===== config.mk =====
export PLATFORM = sky130hd
export DESIGN_NAME = png_chunk_idat_xor_unscrambler
export DESIGN_NICKNAME = d
export VERILOG_FILES = /design/src/pngxor_pkg.sv /design/src/png_chunk_idat_xor_unscrambler.sv
export VERILOG_INCLUDE_DIRS = /design/src /design/src/src
export SDC_FILE = /design/constraint.sdc
export NUM_CORES = 1
export LEC_CHECK = 0
export ABC_AREA = 0
export BUFFER_PORTS_ARGS = -buffer_cell sky130_fd_sc_hd__buf_2
export CAP_MARGIN = 20
export CORE_MARGIN = 2
export CORE_UTILIZATION = 45
export DETAILED_ROUTE_END_ITERATION = 8
export PLACE_DENSITY = 0.6
export SLEW_MARGIN = 20
export SYNTH_ARGS = -nofsm -noshare
export SYNTH_HDL_FRONTEND = slang
export SYNTH_SLANG_ARGS = --single-unit

===== constraint.sdc =====
create_clock -name clk -period 4.49 [get_ports clk]
set_clock_uncertainty 0.2 [all_clocks]
set_input_delay 0.6735 -clock clk [delete_from_list [all_inputs] [get_ports clk]]
set_output_delay 0.6735 -clock clk [all_outputs]
set_load 0.05 [all_outputs]

===== src/png_chunk_idat_xor_unscrambler_defines.svh =====
// assertion macros for the idat unscrambler
`ifndef PNG_CHUNK_IDAT_XOR_UNSCRAMBLER_DEFINES_SVH
`define PNG_CHUNK_IDAT_XOR_UNSCRAMBLER_DEFINES_SVH

`ifndef NO_ASSERTIONS

// same-cycle implication
`define PNGXOR_ASSERT_NOW(label, clk, rst, ante, cons) \
  label: assert property (@(posedge clk) disable iff (rst) (ante) |-> (cons)) \
    else $error("assertion failed");

// next-cycle implication
`define PNGXOR_ASSERT_NEXT(label, clk, rst, ante, cons) \
  label: assert property (@(posedge clk) disable iff (rst) (ante) |=> (cons)) \
    else $error("assertion failed");

`else

`define PNGXOR_ASSERT_NOW(label, clk, rst, ante, cons)
`define PNGXOR_ASSERT_NEXT(label, clk, rst, ante, cons)

`endif

`endif


===== src/pngxor_pkg.sv =====
`timescale 1ns / 1ps

package pngxor_pkg;

  localparam logic [31:0] TYPE_IDAT = 32'h4944_4154;
  localparam logic [31:0] TYPE_IEND = 32'h4945_4E44;
  localparam logic [7:0]  KEY_RESET = 8'hE8;

  typedef enum logic [2:0] {
    PH_SIG  = 3'd0,
    PH_LEN  = 3'd1,
    PH_TYPE = 3'd2,
    PH_PAY  = 3'd3,
    PH_CRC  = 3'd4,
    PH_DONE = 3'd5
  } phase_t;

endpackage


===== src/png_chunk_idat_xor_unscrambler.sv =====
`timescale 1ns / 1ps
// channel   signals                                   direction
// input     in_valid, in_ready, in_byte, start_of_file  in (ready out)
// output    out_valid, out_ready, out_byte,           out (ready in)
//           in_idat_payload, finished
// config    cfg_valid, cfg_ready, cfg_data            in (ready out)
//
// one word in, one word out, one word per cycle sustained while out_ready is high
// the result is registered: parse update and xor sit before the output register
// a new word is taken whenever the output register is empty or is being
// drained in the same cycle, so a stall on out_ready stalls the input
// rst is synchronous and puts the parser in the signature phase, key = 0xE8
// cfg_ready is always high; the user must change the key only while the block is idle, the block does not enforce it

`include "png_chunk_idat_xor_unscrambler_defines.svh"

module png_chunk_idat_xor_unscrambler (
  input  logic       clk,
  input  logic       rst,
  // input words
  input  logic       in_valid,
  output logic       in_ready,
  input  logic [7:0] in_byte,
  input  logic       start_of_file,
  // result words
  output logic       out_valid,
  input  logic       out_ready,
  output logic [7:0] out_byte,
  output logic       in_idat_payload,
  output logic       finished,
  // key register
  input  logic       cfg_valid,
  output logic       cfg_ready,
  input  logic [7:0] cfg_data
);
  import pngxor_pkg::*;

  // parser state
  phase_t      phase;
  logic [2:0]  field_byte_count;
  logic [31:0] length_shift;
  logic [31:0] type_shift;
  logic [31:0] payload_remaining;
  logic        idat_flag;
  logic [7:0]  xor_key;

  // state as seen by the current word, after a start mark clears it
  phase_t      cur_phase;
  logic [2:0]  cur_count;
  logic [31:0] cur_length;
  logic [31:0] cur_type;
  logic [31:0] cur_remaining;
  logic        cur_idat;

  // next-state values
  phase_t      phase_next;
  logic [2:0]  field_byte_count_next;
  logic [31:0] length_shift_next;
  logic [31:0] type_shift_next;
  logic [31:0] payload_remaining_next;
  logic        idat_flag_next;

  // result values
  logic [7:0]  out_byte_next;
  logic        xored_next;

  logic [2:0]  count_inc;
  logic [31:0] length_in;
  logic [31:0] type_in;
  logic [31:0] remaining_dec;
  logic        in_accept;

  // output register empty or draining this cycle
  assign in_ready  = !out_valid || out_ready;
  assign in_accept = in_valid && in_ready;
  assign cfg_ready = 1'b1;

  // a start mark restarts the parse at signature byte 0
  always_comb begin
    if (start_of_file) begin
      cur_phase     = PH_SIG;
      cur_count     = 3'd0;
      cur_length    = 32'd0;
      cur_type      = 32'd0;
      cur_remaining = 32'd0;
      cur_idat      = 1'b0;
    end else begin
      cur_phase     = phase;
      cur_count     = field_byte_count;
      cur_length    = length_shift;
      cur_type      = type_shift;
      cur_remaining = payload_remaining;
      cur_idat      = idat_flag;
    end
  end

  assign count_inc     = cur_count + 3'd1;
  assign length_in     = {cur_length[23:0], in_byte};
  assign type_in       = {cur_type[23:0], in_byte};
  assign remaining_dec = cur_remaining - 32'd1;

  // next-state logic
  always_comb begin
    phase_next             = cur_phase;
    field_byte_count_next  = cur_count;
    length_shift_next      = cur_length;
    type_shift_next        = cur_type;
    payload_remaining_next = cur_remaining;
    idat_flag_next         = cur_idat;
    unique case (cur_phase)
      PH_SIG: begin
        // eight signature bytes, counter wraps to zero on the last one
        field_byte_count_next = count_inc;
        if (count_inc == 3'd0) begin
          phase_next = PH_LEN;
        end
      end
      PH_LEN: begin
        length_shift_next     = length_in;
        field_byte_count_next = count_inc;
        if (count_inc[2]) begin
          field_byte_count_next  = 3'd0;
          payload_remaining_next = length_in;
          phase_next             = PH_TYPE;
        end
      end
      PH_TYPE: begin
        type_shift_next       = type_in;
        field_byte_count_next = count_inc;
        if (count_inc[2]) begin
          field_byte_count_next = 3'd0;
          if (type_in == TYPE_IEND) begin
            idat_flag_next = 1'b0;
            phase_next     = PH_DONE;
          end else begin
            idat_flag_next = (type_in == TYPE_IDAT);
            // empty chunk skips straight to its crc
            phase_next     = (cur_remaining == 32'd0) ? PH_CRC : PH_PAY;
          end
        end
      end
      PH_PAY: begin
        payload_remaining_next = remaining_dec;
        if (remaining_dec == 32'd0) begin
          phase_next = PH_CRC;
        end
      end
      PH_CRC: begin
        field_byte_count_next = count_inc;
        if (count_inc[2]) begin
          field_byte_count_next = 3'd0;
          length_shift_next     = 32'd0;
          type_shift_next       = 32'd0;
          idat_flag_next        = 1'b0;
          phase_next            = PH_LEN;
        end
      end
      PH_DONE: begin
        // everything after the end chunk type passes through
      end
      default: begin
      end
    endcase
  end

  // result logic: only idat payload bytes are scrambled
  always_comb begin
    out_byte_next = in_byte;
    xored_next    = 1'b0;
    if (cur_phase == PH_PAY && cur_idat) begin
      out_byte_next = in_byte ^ xor_key;
      xored_next    = 1'b1;
    end
  end

  always_ff @(posedge clk) begin
    if (rst) begin
      phase             <= PH_SIG;
      field_byte_count  <= 3'd0;
      length_shift      <= 32'd0;
      type_shift        <= 32'd0;
      payload_remaining <= 32'd0;
      idat_flag         <= 1'b0;
      xor_key           <= KEY_RESET;
      out_valid         <= 1'b0;
    end else begin
      if (cfg_valid && cfg_ready) begin
        xor_key <= cfg_data;
      end
      if (in_accept) begin
        phase             <= phase_next;
        field_byte_count  <= field_byte_count_next;
        length_shift      <= length_shift_next;
        type_shift        <= type_shift_next;
        payload_remaining <= payload_remaining_next;
        idat_flag         <= idat_flag_next;
        out_valid         <= 1'b1;
      end else if (out_ready) begin
        out_valid <= 1'b0;
      end
    end
  end

  // result word register
  always_ff @(posedge clk) begin
    if (in_accept) begin
      out_byte        <= out_byte_next;
      in_idat_payload <= xored_next;
      finished        <= (phase_next == PH_DONE);
    end
  end

  // a scrambled byte can never come from a finished stream
  `PNGXOR_ASSERT_NOW(a_xor_not_done, clk, rst, out_valid && in_idat_payload, !finished)
  // payload phase always has bytes left to count down
  `PNGXOR_ASSERT_NOW(a_pay_nonzero, clk, rst, phase == PH_PAY, payload_remaining != 32'd0)
  // only a start mark leaves the done phase
  `PNGXOR_ASSERT_NEXT(a_done_sticks, clk, rst,
                      in_accept && !start_of_file && phase == PH_DONE, phase == PH_DONE)
  // every accepted word shows up in the output register
  `PNGXOR_ASSERT_NEXT(a_accept_fills, clk, rst, in_accept, out_valid)

endmodule

# Yosys cells after proc, flatten, opt, wreduce, memory -nomap -nowiden
# Index checks and enable logic that the tools add are counted.
[totals]
inputBits = 22
word_cells = 61
out_inout_bits = 13
reg_bits = 122
[classes]
n_eq_ne = 7
add_sub_neg = 2
muxes = 30
bitwise_logic = 1
reduce_logical = 10
[op_table]
columns = ["op", "n"]
rows = [
  ["32-bit two-way mux", 6],
  ["32-bit case mux with 2 select lines", 3],
  ["32-bit by 31-bit equality test with 1-bit output (second input constant)", 2],
  ["32-bit zero test", 2],
  ["32-bit by 1-bit subtractor with 32-bit output (second input constant)", 1],
  ["3-bit two-way mux", 9],
  ["3-bit case mux with 5 select lines", 1],
  ["8-bit two-way mux", 1],
  ["8-bit bitwise XOR", 1],
  ["1-bit two-way mux", 7],
  ["3-bit by 2-bit equality test with 1-bit output (second input constant)", 2],
  ["3-bit equality test (second input constant)", 2],
  ["3-bit zero test", 2],
  ["3-bit case mux with 2 select lines", 1],
  ["3-bit by 1-bit adder with 3-bit output (second input constant)", 1],
  ["3-bit by 1-bit equality test with 1-bit output (second input constant)", 1],
  ["3-bit OR reduction", 1],
  ["1-bit logical AND", 2],
  ["2-bit two-way mux", 1],
  ["1-bit case mux with 2 select lines", 1],
  ["2-bit nonzero test", 1],
  ["1-bit zero test", 1],
  ["1-bit logical OR", 1],
]

# Depth between registers and ports, before layout
# Gate-level depths: netlist of run 1.
[depth]
word_depth = 7
ltp_mapped = 14

# Worst setup path before layout of run 1
# OpenSTA, ideal clock, no wires.
[synth_path]
kind = "in2reg"
from = "input port start_of_file"
to = "register phase[2]"
path_stages = 14
path_slack_ns = 0.426
setup_ns = 0.088
arrival_ns = 3.776
path_buffers = 4
cell_sequence = "clkbuf_1 inv_1 clkbuf_1 clkbuf_1 nand2_1 ha_1 or4b_1 buf_2 or4_1 o211ai_1 o311ai_0 nor4_2 nand4_2 a311oi_2"
[synth_via]
elab_chain_cells = 6
[synth_rtl]
columns = ["item", "line", "source"]
rows = [
  ["start: declaration", "png_chunk_idat_xor_unscrambler.sv:24", "input logic start_of_file,"],
  ["parallel branches: the longest is 5 deep, another holds 32-bit by 1-bit subtractor with 32-bit output", "n/a", ""],
  ["3-bit case mux with 5 select lines *", "png_chunk_idat_xor_unscrambler.sv:110", "unique case (cur_phase)"],
  ["end signal: assignment", "png_chunk_idat_xor_unscrambler.sv:191", "phase <= phase_next;"],
  ["end: declaration", "png_chunk_idat_xor_unscrambler.sv:39", "phase_t phase;"],
]
# Every way passes the cells marked *.
# A chain may end at the register's enable or synchronous reset.

# Worst setup path in the final report of run 1
[layout_path]
from = "register payload_remaining[9]"
to = "register phase[2]"
[layout_via]
elab_chain_cells = 6
[layout_rtl]
columns = ["item", "line", "source"]
rows = [
  ["start: declaration", "png_chunk_idat_xor_unscrambler.sv:43", "logic [31:0] payload_remaining;"],
  ["start signal: assignment", "png_chunk_idat_xor_unscrambler.sv:195", "payload_remaining <= payload_remaining_next;"],
  ["32-bit two-way mux *", "png_chunk_idat_xor_unscrambler.sv:80", "if (start_of_file) begin"],
  ["parallel branches: the longest is 4 deep, another holds 32-bit by 1-bit subtractor with 32-bit output", "n/a", ""],
  ["3-bit case mux with 5 select lines *", "png_chunk_idat_xor_unscrambler.sv:110", ""],
]
# Marks and branches as above.

==> results of run 1 <==
## worst max-delay path, delay by kind of cell, from the launching register on
| kind | cells | cell delay, ns |
|---|---|---|
| compound gates | 1 | 0.29 |
| simple gates | 5 | 2.29 |
| buf+inv | 1 | 0.17 |
| flops | 1 | 0.30 |
| xor+xnor | 1 | 0.19 |
## registers in the layout, indices dropped and copies added (netlist names), 3 cells and up
name and cells:
payload_remaining 32, xor_key 8, field_byte_count 3, phase 3, type_shift 24, length_shift 24, out_byte 8
## kinds of logic after synthesis
logic type / Yosys count / synth area share (%)
and+or+nand+nor: 306 / 26.57
AOI/OAI and AO/OA: 225 / 25.49
DFF: 106 / 36.92
buffers and inverters: 79 / 5.717
xor gates and xnor gates: 20 / 2.911
muxes: 9 / 1.497
adders and majority gates: 4 / 0.8316
other: 1 / 0.06231
## stage by stage
step                setup slack (ns)  cells  utilization (%)
floorplan                     0.4257    750                -
global placement              0.7263    911            47.72
detailed placement            0.6693    911            47.72
CTS                           0.9755    927            50.20
global route                  0.8191    927            50.20
finish                        0.9664    927            50.20
## power groups by stage
stage          logic (µW)  registers [µW]  clock network (µW)
2_1_floorplan         183            1020                   0
3_3_place_gp          274            1010                   0
3_5_place_dp          277            1010                   0
4_1_cts               277             990                 900
5_1_grt               301             993                 931
6_report              280             991                 879
## metal layers
layer / vias up / share of wire [%]
met5: - / 0
met4: 0 / 2.4
met3: 28 / 6.7
met2: 272 / 47
met1: 2838 / 44
li1: 2795 / -
## cell type report
cell class	count	area (µm²)	share of cell area, %
multi-input combinational	565	3468	52.59
sequential	106	2222	33.69
timing repair buffer	53	317.8	4.819
clock buffer	10	229.0	3.472
tap	176	220.2	3.339
clock inverter	6	96.34	1.461
inverter	11	41.29	0.6261
## worst max path at each step
| stage | from | to | slack (ns) | cells after the start |
|---|---|---|---|---|
| 2_1_floorplan | start_of_file | phase[2] | 0.43 | 14 |
| 3_3_place_gp | start_of_file | phase[2] | 0.73 | 12 |
| 3_5_place_dp | start_of_file | phase[2] | 0.67 | 12 |
| 4_1_cts | payload_remaining[9] | phase[2] | 0.98 | 8 |
| 5_1_grt | start_of_file | phase[2] | 0.82 | 12 |
| 6_report | payload_remaining[9] | phase[2] | 0.97 | 8 |
## synthesized netlist by cell type (all sizes together) (12+ instances only)
cell type | instances | area share, %
nor2b | 12 | 1.2
clkbuf | 48 | 3.0
o21ai | 43 | 3.6
a22oi | 62 | 7.7
or4 | 13 | 1.8
a21oi | 42 | 3.5
buf | 20 | 2.0
nor2 | 114 | 7.1
nand2 | 55 | 3.4
xnor2 | 14 | 2.0
dfxtp | 96 | 32
nand4 | 12 | 1.4
nor3 | 37 | 3.1
nor4 | 15 | 2.6
==> metrics.log, run 1 <==
[metrics] clock latency at the later pin of the worst-skew pair: around 0.36 ns
[metrics] number of core rows: 42
[metrics] worst-path cell chain: buf_4, nor4_1, nand4_1, nor3_1, xor2_1, nor4_4, nand4_2, a311oi_2
[metrics] worst r2r src: payload_remaining[9]
[metrics] Layout Cell Area excl Fill: around 6600 µm²
[metrics] number of gates given a new drive strength after cts: 0
[metrics] GR met1 Demand/Resource: a little under two fifths
[metrics] net switching power of the design: between 500 and 600 µW
[metrics] number of nets in the layout: between 700 and 800
[metrics] most heavily used metal layer in global routing: met2
[metrics] Critical Path AT: around 3.6 ns
[metrics] part of the power in combinational logic: around an eighth
[metrics] remaining antenna violation count after routing: 0
[metrics] fin. max-slew vios: 0
[metrics] Max-Slew Margin vs Limit: between 40 and 50%
[metrics] flip-flop cell with the highest count after synthesis: sky130_fd_sc_hd__dfxtp_1
[metrics] Clock Sink Count: about 110
[metrics] vias in the first global route: roughly 5.4k
[metrics] required time of the critical path: 4.56 ns
[metrics] max-cap viol count: 0
[metrics] DIE AREA: between 10000 and 15000 µm²
[metrics] FF+latch count, synth: roughly 110
[metrics] number of endpoints failing setup at the final stage: 0
[metrics] drt first pass iters: 5
[metrics] total power draw: about 2200 µW
[metrics] mean instance size in the synthesized netlist: ~8 µm²
[metrics] clock buffer count from CTS: 9
[metrics] area added between synthesis and finish: 9.584%
[metrics] Worst Hold Depth: 2
[metrics] met3 GRT Util: under 10%
[metrics] Register-to-Register Path Depth: 8
[metrics] instance area after placement: ~6300 µm²
[metrics] effective utilization at floorplan: around 46%
[metrics] slowest cell delay on critical path: between 0.6 and 0.7 ns
[metrics] Seq/Total Area, Yosys: 36.92%
[metrics] routed via count: between 5k and 6k
[metrics] EDFF count, synth: 10
[metrics] register-to-register path setup slack: about 0.97 ns
[metrics] ratio of cells with drive above 1 in the final layout: 11.72%
[metrics] core region area: between 10000 and 15000 µm²
[metrics] Clock power frac: between 40% and 50%
[metrics] Slew @ Worst Pin: around 0.88 ns
[metrics] top library cells by usage in the layout, fill and taps aside: sky130_fd_sc_hd__nor2_1 (114), sky130_fd_sc_hd__dfxtp_1 (96), sky130_fd_sc_hd__a22oi_1 (62), sky130_fd_sc_hd__nand2_1 (55), sky130_fd_sc_hd__a21oi_1 (42)
[metrics] overall routing resource usage: 26.90%
[metrics] internal power: 1558 µW
[metrics] smallest hold slack: 0.2631 ns
[metrics] minimum clock period: between 3 and 4 ns
[metrics] CTS max path bufs: 2
[metrics] number of antenna violations at the first check in global routing: 0
[metrics] drt wl/cell: between 20 and 25 µm
[metrics] outcome: finished, final reports clean
[metrics] Post-CTS Hold Buffers: 0
[metrics] Hold Violations, Final: 0
[metrics] met2 Resource Use GR: between 40 and 50%
[metrics] die height: between 100 and 150 µm
[metrics] Min-Delay Endpoint: field_byte_count[2]
[metrics] gate count of the mapped netlist: between 700 and 800
[metrics] endpoint class of the critical path: flip-flop
[metrics] TritonCTS clock tree: yes
[metrics] antenna diode count: 0
[metrics] # fillers: approximately 1.3k
[metrics] distinct cell type count of the synthesized netlist: 69
[metrics] IO Port Bufs: 33
[metrics] Root Driver: sky130_fd_sc_hd__clkbuf_16
[metrics] Worst setup SP type: flip-flop
[metrics] largest net degree at the start of global routing: a little over 80
[metrics] slowest cell on the critical path: sky130_fd_sc_hd__nand4_1
[metrics] # Post-CTS Setup Buffers: 0
[metrics] Worst Hold Launch: field_byte_count[2]
[metrics] total overflow reported by the global router: 0
[metrics] GPL Wtd Cong: between 0.9 and 1
[metrics] commonest non-fill, non-tap cell in the layout: sky130_fd_sc_hd__nor2_1
[metrics] CP Class: reg2reg
[metrics] dpl hpwl: between 10000 and 15000 µm
[metrics] wire length of the first global-routing pass: 30210 µm
[metrics] async set-reset flop share out of synthesis: 0%
[metrics] number of H-tree branching levels: 3
[metrics] kind of path behind the tightest hold check: reg2reg
[metrics] clock-pin slew on the worst setup and hold paths: ~0.070 ns
[metrics] total wirelength of the detailed-routed design: around 19000 µm
[metrics] width of the die: around 120 µm
[metrics] Mapped Area: about 6000 µm²
[metrics] fmax: 0.2838 GHz
[metrics] leakage power total: roughly 0.0024 µW
[metrics] total power divided by cell area: 326.0 nW/µm²
[metrics] sequential share of power: ~46%
[metrics] Yosys warning count: 0
[metrics] setup repair after global routing missed its margin: false
[metrics] switching share of power: ~28%
[metrics] detailed-route vias per instance: 6.400
[metrics] CP Max Fanout: 11
[metrics] capture point of the worst reg-to-reg path: phase[2]
[metrics] Total Neg Setup Slack: 0 ns
[metrics] net count after synthesis: 776
[metrics] worst vdd rail ir drop: approximately 320 µV
[metrics] top-level I/O count: 35
[metrics] share of the clock period used by the worst path after layout: around 78%
[metrics] number of DRC markers after the initial detailed-route iteration: 715
[metrics] drt drc: 0
Power figures use the tool's default switching activity.
==> run 2: changes to the inputs <==
ABC_AREA = 1   (was 0)
PLACE_DENSITY = 0.62   (was 0.6)
clock period = 2.9 ns   (was 4.49 ns; I/O delays follow)
==> run 2 against run 1 <==
Against the previous run: total power up 83%; synthesized area is 10% higher; synthesized cell count increased by 38%; first-iteration DRC count is 15% lower; sequential power rose by 63%; global-route usage is 0.067 points lower; die area is 9.6% higher; clock power grew 47%; sequential share of layout area decreased by 5.4 points; sequential cell count unchanged; via count grew 22%; setup slack worse by 0.77 ns; largest cell class unchanged.
==> metrics.log, run 2 <==
[metrics] outcome: finished, final reports clean
[metrics] number of flip-flops in the largest register: 32 (unchanged)
[metrics] number of DRC markers after the initial detailed-route iteration: 610 (-15%)
[metrics] drt first pass iters: 7 (+2)
[metrics] fraction of synthesized cell area taken by the top area cell type: 29.04% (-2.9 points)
[metrics] Worst Hold Launch: cfg_data[7]
[metrics] leading cell types by count after synthesis: sky130_fd_sc_hd__nand2_1 (259), sky130_fd_sc_hd__nor2_1 (126), sky130_fd_sc_hd__dfxtp_1 (96), sky130_fd_sc_hd__o21ai_0 (96), sky130_fd_sc_hd__inv_1 (88)
[metrics] Worst setup SP type: input pin
[metrics] leading registers by flop count: payload_remaining (32), length_shift (24), type_shift (24)
[metrics] largest net degree at the start of global routing: 71 (-13%)
[metrics] detailed-route vias per instance: 5.561 (-13%)
[metrics] effective utilization at floorplan: 45.88% (+0.070 points)
[metrics] net count after synthesis: 1060 (+37%)
[metrics] antenna diode count: 0 (unchanged)
[metrics] slowest cell delay on critical path: 0.27 ns (-0.38 ns)
[metrics] worst slack at placement: -0.2235 ns (-0.8928 ns)
[metrics] total power divided by cell area: 502.3 nW/µm² (+54%)
[metrics] post-placement cell count: 1284 (+41%)
[metrics] max-cap viol count: 0 (unchanged)
[metrics] part of the power in combinational logic: 26.0% (+13 points)
[metrics] top library cells by usage in the layout, fill and taps aside: sky130_fd_sc_hd__nand2_1 (259), sky130_fd_sc_hd__nor2_1 (125), sky130_fd_sc_hd__o21ai_0 (96), sky130_fd_sc_hd__dfxtp_1 (96), sky130_fd_sc_hd__inv_1 (87)
[metrics] Layout Cell Area excl Fill: 7841 µm² (+19%)
[metrics] fmax: about 0.37 GHz
[metrics] Biggest register: payload_remaining
[metrics] flip-flop cell with the highest count after synthesis: sky130_fd_sc_hd__dfxtp_1
[metrics] Max-Slew Margin vs Limit: 52.22% (+11 points)
[metrics] endpoint class of the critical path: flip-flop
[metrics] fin. max-slew vios: 0 (unchanged)
[metrics] gate count of the mapped netlist: 1034 (+38%)
[metrics] wire length of the first global-routing pass: 34160 µm (+13%)
[metrics] CP Class: in2reg
[metrics] Mapped Area: 6618 µm² (+10%)
[metrics] worst-path cell chain: buf_2, inv_2, buf_12, buf_4, nand2_2, nand2_1, nor2_1, nand2_2, nor2_1, nand2_1, nand2_1, nand2_1, nor2_1, nand2_1, nor2_1, nand3_1, nand2_1, nand2_1, nand2_1, nor2_1
[metrics] worst vdd rail ir drop: 371.2 µV (+16%)
[metrics] most frequent cell after synthesis: sky130_fd_sc_hd__nand2_1
[metrics] clock-pin slew on the worst setup and hold paths: 0.08 ns (about the same)
[metrics] distinct cell type count of the synthesized netlist: 44 (-36%)
[metrics] routed via count: 7229 (+22%)
[metrics] Seq/Total Area, Yosys: 33.58% (-3.3 points)
[metrics] number of core rows: 44 (+4.8%)
[metrics] number of standard cells in the layout, taps in and fillers out: 1300 (+40%)
[metrics] DIE AREA: 15690 µm² (+9.6%)
[metrics] required time of the critical path: 2.83 ns (-1.73 ns)
[metrics] Slew @ Worst Pin: 0.7141 ns (-0.1698 ns)
[metrics] die height: 125.3 µm (+4.7%)
[metrics] share of the clock period used by the worst path after layout: between 90% and 100%
[metrics] total overflow reported by the global router: 0 (unchanged)
[metrics] worst setup margin: 0.2011 ns (-0.7652 ns)
[metrics] drt drc: 0 (unchanged)
[metrics] area added between synthesis and finish: 18.49%
[metrics] IO Port Bufs: 33 (unchanged)
[metrics] clock buffer count from CTS: 9 (unchanged)
[metrics] EDFF count, synth: 10 (unchanged)
[metrics] CTS max path bufs: 2 (unchanged)
[metrics] width of the die: 125.3 µm (+4.7%)
[metrics] GPL Wtd Cong: 0.9934 (+2.4%)
[metrics] dpl hpwl: 15150 µm (+14%)
[metrics] switching share of power: 35.21% (+7.7 points)
[metrics] minimum clock period: between 2 and 3 ns
[metrics] setup repair after global routing missed its margin: false
[metrics] number of endpoints failing setup at the final stage: 0 (unchanged)
[metrics] remaining antenna violation count after routing: 0 (unchanged)
[metrics] CP Max Fanout: 26 (+15)
[metrics] smallest hold slack: 0.07804 ns (-0.1851 ns)
[metrics] top-level I/O count: 35 (unchanged)
[metrics] sequential share of power: 41.3% (-4.8 points)
[metrics] Critical path origin: start_of_file
[metrics] internal power: 2552 µW (+64%)
[metrics] slowest cell on the critical path: sky130_fd_sc_hd__nor2_1
[metrics] total wirelength of the detailed-routed design: 21240 µm (+11%)
[metrics] # Post-CTS Setup Buffers: 0 (unchanged)
[metrics] Hold Violations, Final: 0 (unchanged)
[metrics] drt wl/cell: 16.34 µm (-21%)
[metrics] Clock power frac: 32.7% (-8.2 points)
[metrics] mean instance size in the synthesized netlist: 6.400 µm² (-20%)
[metrics] overall routing resource usage: 26.83% (-0.067 points)
[metrics] Clock Sink Count: 106 (unchanged)
[metrics] ratio of cells with drive above 1 in the final layout: 16.22% (+4.5 points)
[metrics] leakage power total: 0.003524 µW (+49%)
[metrics] Yosys warning count: 0 (unchanged)
[metrics] dominant cell type by count on the critical path: sky130_fd_sc_hd__nand2_1
[metrics] total power draw: 3939 µW (+83%)
[metrics] clock latency at the later pin of the worst-skew pair: 0.37 ns (about the same)
[metrics] core region area: 14420 µm² (+9.8%)
[metrics] kind of path behind the tightest hold check: in2reg
[metrics] FF+latch count, synth: 106 (unchanged)
[metrics] instance area after placement: 7512 µm² (+20%)
[metrics] ranking of synthesized cells by area: sky130_fd_sc_hd__dfxtp_1 (29%), sky130_fd_sc_hd__nand2_1 (15%), sky130_fd_sc_hd__o21ai_0 (7.3%)
[metrics] vias in the first global route: 6581 (+23%)
[metrics] worst r2r src: payload_remaining[0]
[metrics] number of H-tree branching levels: 3 (unchanged)
[metrics] async set-reset flop share out of synthesis: 0% (unchanged)
[metrics] net switching power of the design: 1387 µW (+130%)
[metrics] TritonCTS clock tree: yes
[metrics] commonest non-fill, non-tap cell in the layout: sky130_fd_sc_hd__nand2_1
[metrics] number of nets in the layout: 1137 (+47%)
[metrics] Root Driver: sky130_fd_sc_hd__clkbuf_16
[metrics] library cell occupying the most area in the post-synthesis netlist: sky130_fd_sc_hd__dfxtp_1
[metrics] Critical Path AT: 2.63 ns (-0.96 ns)
[metrics] number of antenna violations at the first check in global routing: 0 (unchanged)
[run 2: critical path, delay by kind of cell]
kind | cells | cell delay (ns)
buffers and inverters | 4 | 0.50
and+or+nand+nor | 16 | 1.68
[run 2: per-stage QoR]
step	utilization [%]	setup TNS, ns
detailed placement	52.08	-0.9289
global route	54.36	0
finish	54.36	0
floorplan	-	0
CTS	54.22	0
global placement	52.08	-0.4324
[run 2: logic make-up after synthesis]
kind of cell	after synthesis	share of synthesized area [%]
buffers and inverters	150	8.905
AO/OA/AOI/OAI	261	23.22
flip-flops	106	33.58
adder cells (fa/ha/maj)	4	0.7563
XOR/XNOR	15	1.985
other	1	0.05667
AND/OR/NAND/NOR	497	31.50
[run 2: area by class of cell]
type / count / area (µm²)
multi-input combinational: 778 / 3830
fill: 1479 / 6583
timing repair buffer: 122 / 895.9
clock buffer: 9 / 225.2
clock inverter: 7 / 83.83
inverter: 94 / 354.1
sequential: 106 / 2222
tap: 184 / 230.2
[run 2: final timing paths]
| path | endpoint | slack, ns | cells after the start |
|---|---|---|---|
| min | xor_key[7] | 0.08 | 3 |
| min reg2reg | xor_key[7] | 0.26 | 2 |
| max | finished | 0.20 | 20 |
| max reg2reg | finished | 0.21 | 17 |
[run 2: power by group through the flow]
stage               clock, µW  combinational (µW)  sequential [µW]
detailed placement          0                1000             1660
global route             1350                1140             1640
finish                   1290                1020             1620
global placement            0                1000             1660
floorplan                   0                 612             1670
CTS                      1310                1010             1620
[run 2: per-layer routing]
metal	vias up	GRT usage (%)	share of wire (%)
met2	216	41.85	44
met3	32	5.263	6.0
met1	3343	37.70	48
li1	3638	-	-
met5	-	0	0
met4	0	8.105	2.1
[run 2: repair_timing]
| item | CTS | global route |
|---|---|---|
| setup endpoints to repair | 0 | 2 |
| endpoints found under the hold margin | 0 | 0 |
| resized for setup | 0 | 3 |
| hold buffers | 0 | 0 |
